==> src/rtl/spq_pkg.sv <==
// Shared types and constants for the sorted priority queue.
`timescale 1ns / 1ps
`default_nettype none

package spq_pkg;

    // Fixed payload widths
    localparam int PRIORITY_WIDTH = 16;
    localparam int OCC_WIDTH      = 6;
    localparam int CAPACITY_DEF   = 32;

    // Command codes
    typedef enum logic [0:0] {
        CMD_INSERT = 1'b0,
        CMD_REMOVE = 1'b1
    } t_cmd;

    // One input transaction
    typedef struct packed {
        t_cmd                               command;
        logic signed [PRIORITY_WIDTH-1:0]   priority_req;
    } t_item;

    // One result transaction
    typedef struct packed {
        logic signed [PRIORITY_WIDTH-1:0]   removed_priority;
        logic                               removed_valid;
        logic                               insert_dropped;
        logic [OCC_WIDTH-1:0]               occupancy;
    } t_result;

    // Operation broadcast to every cell
    typedef struct packed {
        logic                               ins;
        logic                               rem;
        logic signed [PRIORITY_WIDTH-1:0]   value;
    } t_cell_op;

endpackage

`default_nettype wire

==> src/rtl/sorted_priority_queue.sv <==
// Top level: bounded priority queue built from a chain of sorted cells.
// The registered result strobe o_done rises in the cycle after a transaction is accepted.
// Throughput: one insert or remove per cycle when not busy; the command is broadcast
// to all cells, each cell comparing against its own value and its neighbor's in that cycle.
// Reset: synchronous, active low; clears the count; busy stays high until r_rdy sets after reset.
// Results cannot be stalled by the receiver.
`timescale 1ns / 1ps
`default_nettype none

module sorted_priority_queue #(
    parameter int CAPACITY = spq_pkg::CAPACITY_DEF
) (
    input  wire                 i_clk,
    input  wire                 i_rst_n,
    input  wire                 i_start,
    input  spq_pkg::t_item      i_item,
    output logic                o_busy,
    output logic                o_done,
    output spq_pkg::t_result    o_result
);

    localparam int CNT_W = $clog2(CAPACITY + 1);
    localparam int PW    = spq_pkg::PRIORITY_WIDTH;

    logic                   r_rdy;
    logic [CNT_W-1:0]       r_count;
    logic [CNT_W-1:0]       n_count;
    logic                   r_done;
    spq_pkg::t_result       r_result;
    spq_pkg::t_result       n_result;

    logic                   w_accept;
    logic                   w_full;
    logic                   w_empty;
    spq_pkg::t_cell_op      w_op;
    logic signed [PW-1:0]   w_value [CAPACITY];
    logic [CAPACITY-1:0]    w_occ;

    assign w_accept = i_start && r_rdy;
    assign w_full   = (r_count == CNT_W'(CAPACITY));
    assign w_empty  = (r_count == '0);

    // Command decode, gated by full/empty
    always_comb begin
        w_op.value = i_item.priority_req;
        w_op.ins   = w_accept && (i_item.command == spq_pkg::CMD_INSERT) && !w_full;
        w_op.rem   = w_accept && (i_item.command == spq_pkg::CMD_REMOVE) && !w_empty;
    end

    // Cell chain, cell 0 holds the largest value
    genvar gi;
    generate
        for (gi = 0; gi < CAPACITY; gi++) begin : g_cell
            assign w_occ[gi] = (CNT_W'(gi) < r_count);
            if (gi == 0) begin : g_head
                spq_cell u_cell (
                    .i_clk        (i_clk),
                    .i_op         (w_op),
                    .i_occ        (w_occ[gi]),
                    .i_prev_occ   (1'b0),
                    .i_prev_value ('0),
                    .i_next_value (w_value[gi+1]),
                    .o_value      (w_value[gi])
                );
            end else if (gi == CAPACITY - 1) begin : g_tail
                spq_cell u_cell (
                    .i_clk        (i_clk),
                    .i_op         (w_op),
                    .i_occ        (w_occ[gi]),
                    .i_prev_occ   (w_occ[gi-1]),
                    .i_prev_value (w_value[gi-1]),
                    .i_next_value (w_value[gi]),
                    .o_value      (w_value[gi])
                );
            end else begin : g_mid
                spq_cell u_cell (
                    .i_clk        (i_clk),
                    .i_op         (w_op),
                    .i_occ        (w_occ[gi]),
                    .i_prev_occ   (w_occ[gi-1]),
                    .i_prev_value (w_value[gi-1]),
                    .i_next_value (w_value[gi+1]),
                    .o_value      (w_value[gi])
                );
            end
        end
    endgenerate

    // Next count and result
    always_comb begin
        n_count = r_count;
        if (w_op.ins) begin
            n_count = r_count + CNT_W'(1);
        end else if (w_op.rem) begin
            n_count = r_count - CNT_W'(1);
        end
        n_result.removed_priority = w_op.rem ? w_value[0] : '0;
        n_result.removed_valid    = w_op.rem;
        n_result.insert_dropped   = w_accept && (i_item.command == spq_pkg::CMD_INSERT)
                                    && w_full;
        n_result.occupancy        = spq_pkg::OCC_WIDTH'(n_count);
    end

    // Control registers
    always_ff @(posedge i_clk) begin
        if (!i_rst_n) begin
            r_rdy   <= 1'b0;
            r_count <= '0;
            r_done  <= 1'b0;
        end else begin
            r_rdy   <= 1'b1;
            r_count <= n_count;
            r_done  <= w_accept;
        end
    end

    // Result payload
    always_ff @(posedge i_clk) begin
        if (w_accept) begin
            r_result <= n_result;
        end
    end

    assign o_busy   = !r_rdy;
    assign o_done   = r_done;
    assign o_result = r_result;

`ifndef ASSERT_OFF
    a_count_bound: assert property (@(posedge i_clk) disable iff (!i_rst_n)
        r_count <= CNT_W'(CAPACITY))
        else $error("count exceeds capacity");
    a_done_follows: assert property (@(posedge i_clk) disable iff (!i_rst_n)
        w_accept |=> r_done)
        else $error("missing result strobe");
    a_flags_excl: assert property (@(posedge i_clk) disable iff (!i_rst_n)
        r_done |-> !(r_result.removed_valid && r_result.insert_dropped))
        else $error("remove and drop flagged together");
    a_head_order: assert property (@(posedge i_clk) disable iff (!i_rst_n)
        (r_count >= CNT_W'(2)) |-> (w_value[0] >= w_value[1]))
        else $error("head cells out of order");
    a_count_step: assert property (@(posedge i_clk) disable iff (!i_rst_n)
        !$past(w_accept) && $past(i_rst_n) |-> $stable(r_count))
        else $error("count changed without a transaction");
`endif

endmodule

`default_nettype wire

==> src/rtl/spq_cell.sv <==
// One storage cell of the sorted chain: holds one value, shifts with its neighbors.
`timescale 1ns / 1ps
`default_nettype none

module spq_cell (
    input  wire                                        i_clk,
    input  spq_pkg::t_cell_op                          i_op,
    input  wire                                        i_occ,
    input  wire                                        i_prev_occ,
    input  wire signed [spq_pkg::PRIORITY_WIDTH-1:0]   i_prev_value,
    input  wire signed [spq_pkg::PRIORITY_WIDTH-1:0]   i_next_value,
    output logic signed [spq_pkg::PRIORITY_WIDTH-1:0]  o_value
);

    logic signed [spq_pkg::PRIORITY_WIDTH-1:0] r_value;
    logic signed [spq_pkg::PRIORITY_WIDTH-1:0] n_value;
    logic                                      w_keep;
    logic                                      w_take_new;

    // Chain runs largest first; an empty cell counts as below any value
    assign w_keep     = i_occ && (r_value >= i_op.value);
    assign w_take_new = !i_prev_occ || (i_prev_value >= i_op.value);

    always_comb begin
        n_value = r_value;
        if (i_op.ins) begin
            if (!w_keep) begin
                n_value = w_take_new ? i_op.value : i_prev_value;
            end
        end else if (i_op.rem) begin
            // shift toward the head
            n_value = i_next_value;
        end
    end

    always_ff @(posedge i_clk) begin
        r_value <= n_value;
    end

    assign o_value = r_value;

endmodule

`default_nettype wire
==> config.mk <==
export PLATFORM = sky130hd
export DESIGN_NAME = sorted_priority_queue
export DESIGN_NICKNAME = d
export VERILOG_FILES = /design/src/rtl/spq_pkg.sv /design/src/rtl/sorted_priority_queue.sv /design/src/rtl/spq_cell.sv
export SDC_FILE = /design/constraint.sdc
export NUM_CORES = 2
export LEC_CHECK = 0
export BUFFER_PORTS_ARGS = -buffer_cell sky130_fd_sc_hd__buf_2
export CORE_MARGIN = 1
export CORE_UTILIZATION = 45
export CTS_CLUSTER_DIAMETER = 60
export DETAILED_ROUTE_END_ITERATION = 10
export GPL_ROUTABILITY_DRIVEN = 1
export GPL_TIMING_DRIVEN = 0
export PLACE_DENSITY_LB_ADDON = 0.3
export SLEW_MARGIN = 20
export SYNTH_ARGS = -nofsm -noshare
export SYNTH_HDL_FRONTEND = slang
export SYNTH_HIERARCHICAL = 1
export SYNTH_SLANG_ARGS = --single-unit
==> constraint.sdc <==
create_clock -name i_clk -period 3.62 [get_ports i_clk]
set_input_delay 0.543 -clock i_clk [delete_from_list [all_inputs] [get_ports i_clk]]
set_output_delay 0.543 -clock i_clk [all_outputs]
set_load 0.02 [all_outputs]
# Yosys cells after proc, flatten, opt, wreduce, memory -nomap -nowiden
# Cells that the tools add are included.
# totals
register_bits	544
word_cells	403
# classes
addsub	2
n_lt_le_gt_ge	64
eq_ne	32
n_mux	127
bitwise_logic	2
reduce_logical	137
# ops
op	n
2-to-1 mux 16 bit	124
>= comparator 16 bit	32
< comparator 5 x 6 -> 1 bit, first input constant	16
AND reduction 2 bit	32
!= test 2 bit, second input constant	31
< comparator 4 x 6 -> 1 bit, first input constant	8
logical AND 1 bit	38
logical NOT 1 bit	34
logical OR 1 bit	31
< comparator 3 x 6 -> 1 bit, first input constant	4
< comparator 1 x 6 -> 1 bit, first input constant	2
< comparator 2 x 6 -> 1 bit, first input constant	2
2-to-1 mux 6 bit	2
adder 6 x 1 -> 6 bit, second input constant	1
equality test 6 bit, second input constant	1
logical NOT 6 bit	1
subtractor 6 x 1 -> 6 bit, second input constant	1
inverter 1 bit	2
nonzero test 2 bit	1
2-to-1 mux 1 bit	1

# Longest topological paths before layout
# depth
depth_word	6
ltp_mapped	9

# By module
# The synthesis kept the hierarchy.
# modules_own_cells
module	instances	cells_each	area_each_um2
spq_cell	32	193	1687.9
sorted_priority_queue	1	170	1680.4

# Worst setup path before layout
# No wires, ideal clock.
# synth_timing
path_type	flip-flop to flip-flop
startpoint	register r_count[1]
endpoint	register g_cell[10].g_mid.u_cell.r_value (netlist bit g_cell[10].g_mid.u_cell/o_value[0]) (enable)
setup_ns	0.399
arrival_ns	3.039
required_time_ns	3.221
slack_ns	0.182
stages_incl_launch_ff	8
path_cell_list	dfxtp_1 inv_1 ha_1 nor4b_4 a21oi_2 clkbuf_1 nor2_1 a31oi_1
# synth_rtl
item	line_no	source
from (decl)	sorted_priority_queue.sv:26	logic [CNT_W-1:0] r_count;
from (signal assigned)	sorted_priority_queue.sv:112	r_count <= n_count;
to (signal assigned)	spq_cell.sv:37	r_value <= n_value;
to (decl)	spq_cell.sv:15	logic signed [spq_pkg::PRIORITY_WIDTH-1:0] r_value;

# Final worst setup path
# layout_timing
startpoint	register r_count[1]
endpoint	register r_result (netlist bit o_result[5]), data pin
# layout_between
elab_chain_cells	5
elab_cells_between_ends	10
# layout_rtl
item	line_no	source
parallel branches: the longest is 4 deep, another holds subtractor 6 x 1 -> 6 bit	n/a	
2-to-1 mux 6 bit (*)	sorted_priority_queue.sv:92	if (w_op.ins) begin
net n_count[5]	sorted_priority_queue.sv:27	logic [CNT_W-1:0] n_count;
to (signal assigned)	sorted_priority_queue.sv:120	r_result <= n_result;
to (decl)	sorted_priority_queue.sv:29	spq_pkg::t_result r_result;
# Mark *: on every way through the listed nets, which the timed path passes.
# A chain may end at the register's enable or synchronous reset.

==> results.py <==
metrics = {
    "run_status": {
        "status": "complete, no violations",
    },
    "clock_network": {
        "clk_latency_ns": 0.69,
        "cts-root-buf": "clkbuf_16",
        "cts_buffers": 82,
        "path_clk_slew_ns": 0.06,
        "cts_buffer_depth": 3,
        "htree_levels": 3,
        "clock_sinks": 544,
        "cts_tree": "yes",
    },
    "synthesis": {
        "synth.area.mux_share_pct": 0.683,
        "yosys_register_bits": 544,
        "async_flop_share_pct": 0,
        "dominantRegCellSynth": "edfxtp_1",
        "synth_top_family_by_area": "compound AO/OA/AOI/OAI gates",
        "synth.largest_area_cell": "edfxtp_1",
        "synth.yosys.warnings": 6,
        "ys_top_cells_by_area": "edfxtp_1, ha_1, a21oi_1, a31oi_1, o21ai_0",
        "synth_cells": 6346,
        "synth_compound_area_share_pct": 27.7,
        "synth.cell_area_mm2": 0.0557,
        "synth_enable_flop_cells": 536,
        "synth_cell_type_count": 52,
        "yosys.area_share.simple_pct": 12.1,
        "yosysTopAreaCellShare_pct": 28.9,
        "synth_fa_ha_area_share_pct": 23.1,
        "synth_xor_area_share_pct": 0.0157,
        "seq_area_frac_synth_pct": 29.2,
        "syn_avg_cell_area_um2": 8.78,
    },
    "sta": {
        "hold_viol": 0,
        "finalSetupViolations": 0,
        "drv_slew": 0,
        "period_share_pct": 98.9,
        "min_period_ns": 3.58,
        "fin_worst_skew_ns": 0.0419,
        "slew_headroom_pct": 17.8,
        "worstMarginPinSlew_ns": 1.22,
        "rsz0062_at_grt": "true",
        "clock.fmax_ghz": 0.279,
    },
    "finish": {
        "fill_cells": 11319,
        "drive_above_1_share_pct": 9.87,
        "nNetsFinal": 7611,
        "multi_input_comb_area_mm2": 0.0358,
        "diodes": 0,
        "area_delta_synth_final_pct": 11.7,
        "regArea_mm2": 0.0163,
        "final_area_mm2": 0.0622,
    },
    "routing": {
        "drc": 0,
        "drt_iter0_drc": 4207,
        "wire_per_inst_um": 22.0,
        "vias": 51590,
        "ant_nets": 0,
        "vias_per_cell": 6.25,
        "dr.pass1.iters": 9,
        "wl_um": 181000,
    },
    "worst_setup_path": {
        "r2r_end": "o_result[5]$_DFFE_PN_",
        "startpoint_type": "flip-flop",
        "cp_top_family": "compound AO/OA/AOI/OAI gates",
        "path_class": "flip-flop to flip-flop",
        "crit_path_max_fanout": 10,
        "max_stage_delay_ns": 0.74,
        "cp-end-kind": "flip-flop",
        "required_ns": 3.98,
        "r2r_cells": 8,
        "cp_cell_sequence": "inv_1, ha_1, nor4b_4, a21o_4, inv_2, clkdlybuf4s15_1, o21ai_0, o211ai_1",
        "timing.rr.start": "r_count[1]$_SDFF_PN0_",
        "arrival_ns": 3.94,
        "r2r_slack_ns": 0.04,
        "path_buf_inv": 3,
        "cp_slowest_cell": "o211ai_1",
    },
    "pwr": {
        "p_sw_share_pct": 32.7,
        "vdd_drop_max_mv": 0.343,
        "combPwrFrac_pct": 25.2,
        "pwr-share-seq_pct": 35.7,
        "power_density_mw_per_mm2": 360,
        "clkPwrFrac_pct": 39.2,
        "p_total_w": 0.0224,
        "p_leak_nw": 26.5,
        "intPower_w": 0.0151,
        "p_switching_w": 0.00731,
    },
    "flow_run": {
        "maxCapViolCount": 0,
    },
    "min_path": {
        "min_path_cells": 1,
        "hp-start": "i_rst_n",
        "hold_end": "r_rdy$_DFF_P_",
        "hp-class": "primary input to flip-flop",
    },
    "grt": {
        "grt_max_degree": 66,
        "track_usage_pct": 28.3,
        "grt_pass1_wl_um": 283000,
        "antenna_found_initial": 1,
        "grt_pass1_vias": 50930,
        "grt_remaining_overflow": 0,
    },
    "floorplan": {
        "die_h_um": 354,
        "core-area_mm2": 0.122,
        "ioPinCount": 46,
        "initial_core_util_pct": 45.6,
        "die_area_mm2": 0.125,
        "core.rowCount": 128,
        "die_w_um": 354,
    },
    "place": {
        "dpl_cell_area_mm2": 0.0592,
        "portBuffers": 45,
        "hpwl_um": 140000,
        "place.gp.congestion": 0.928,
    },
}
-- power groups by stage --
stage	Sequential (W)	Combinational (W)	Clock [W]
after floorplan	0.00778	0.00396	0
after global placement	0.00809	0.00520	0
after detailed placement	0.00808	0.00552	0
after CTS	0.00795	0.00556	0.00891
after global routing	0.00799	0.00630	0.00915
final	0.00798	0.00564	0.00877
-- cells in the mapped netlist, drive strengths merged, types with 33 or more instances --
library cell     n
ha            1028
a21oi          870
nor2           678
o21ai          661
inv            620
a31oi          544
edfxtp         536
nand2          246
nand4          225
buf            162
clkbuf          70
o211ai          67
nor2b           66
o21bai          66
nor4            65
a2111oi         64
nor3            34
a211o           33
a21boi          33
a21o            33
-- per-stage QoR --
stage	util, %	instances	hold slack [ns]	worst slack (ns)	TNS (ns)
finish	50.9	8254	0.155	0.0404	0
floorplan	-	6379	0.543	0.182	0
detailed placement	48.5	8101	0.642	-0.494	-142.41
CTS	50.9	8254	0.109	0.229	0
global route	50.9	8254	0.113	-0.0196	-0.0196
global placement	47.5	8049	0.631	-2.52	-1832.97
-- kinds of logic (layout without fill, tap and decap cells) --
| group | Yosys count | count (layout) |
|---|---|---|
| AOI/OAI and AO/OA | 2505 | 2505 |
| and+or+nand+nor | 1381 | 1381 |
| adders and majority gates | 1028 | 1028 |
| buffers and inverters | 852 | 1102 |
| DFF | 544 | 544 |
| muxes | 34 | 34 |
| other | 1 | 34 |
| xor gates and xnor gates | 1 | 1 |
-- worst max path at each step --
stage | start | end | cells after the start
2_1_floorplan | r_count[1]$_SDFF_PN0_ | g_cell[10].g_mid.u_cell/o_value[0]$_DFFE_PP_ | 7
5_1_grt | r_count[1]$_SDFF_PN0_ | o_result[5]$_DFFE_PN_ | 8
3_5_place_dp | i_item[1] | g_cell[12].g_mid.u_cell/o_value[9]$_DFFE_PP_ | 11
6_report | r_count[1]$_SDFF_PN0_ | o_result[5]$_DFFE_PN_ | 8
4_1_cts | r_count[1]$_SDFF_PN0_ | g_cell[27].g_mid.u_cell/o_value[8]$_DFFE_PP_ | 9
3_3_place_gp | r_count[1]$_SDFF_PN0_ | g_cell[31].g_tail.u_cell/o_value[1]$_DFFE_PP_ | 8
-- repair_timing --
action / CTS / global route
buffers inserted: 3 / 0
hold buffers: 0 / 0
resized for setup: 0 / 8
setup endpoints to repair: 167 / 47
pin swaps: 1 / 0
-- state kept, by name, indices dropped and copies added, names as in the netlist --
| name | flops |
|---|---|
| r_count | 6 |
| r_rdy | 1 |
| g_cell.g_head.u_cell/o_value | 16 |
| g_cell.g_tail.u_cell/o_value | 16 |
| o_result | 24 |
| g_cell.g_mid.u_cell/o_value | 480 |
| o_done | 1 |
-- area by class of cell --
| type | instances | share of cell area (%) |
|---|---|---|
| clock inverter | 54 | 1.21 |
| multi-input combinational | 4983 | 57.5 |
| timing repair buffer | 100 | 1.89 |
| inverter | 620 | 3.74 |
| clock buffer | 96 | 3.52 |
| tap | 1625 | 3.27 |
| sequential | 544 | 26.1 |
| buffer | 232 | 2.72 |
-- layer usage --
| metal | track usage (%) | vias up | wire length, µm |
|---|---|---|---|
| met3 | 4.00 | 498 | 12300 |
| met4 | 12.5 | 2 | 8940 |
| met1 | 36.8 | 24687 | 77600 |
| met2 | 46.5 | 1860 | 82500 |
| met5 | 0 | - | 11 |
| li1 | - | 24543 | - |
-- worst reg2reg max path: stages, from the launching register on --
cell and delay [ns]:
dfxtp_1 0.46, inv_1 0.20, ha_1 0.34, nor4b_4 0.21, a21o_4 0.24, inv_2 0.09, clkdlybuf4s15_1 0.73, o21ai_0 0.25
o211ai_1 0.74
-- layout by cell type, fill, tap and decap left out, types with 33 or more instances in the layout --
cell type and n:
conb_1 34, edfxtp_1 536, nand2_1 246, nor2_1 678
ha_1 1028, a2111oi_0 63, inv_1 618, clkbuf_16 86
o211ai_1 67, a31oi_1 512, o21ai_1 101, nor3_1 34
buf_6 130, nand4_1 193, clkbuf_1 77, nor4_1 33
nor2b_1 66, a211o_1 33, o21ai_0 528, o21bai_1 66
a21oi_1 869, buf_2 94
No activity file was read; power rests on OpenSTA's default activity.
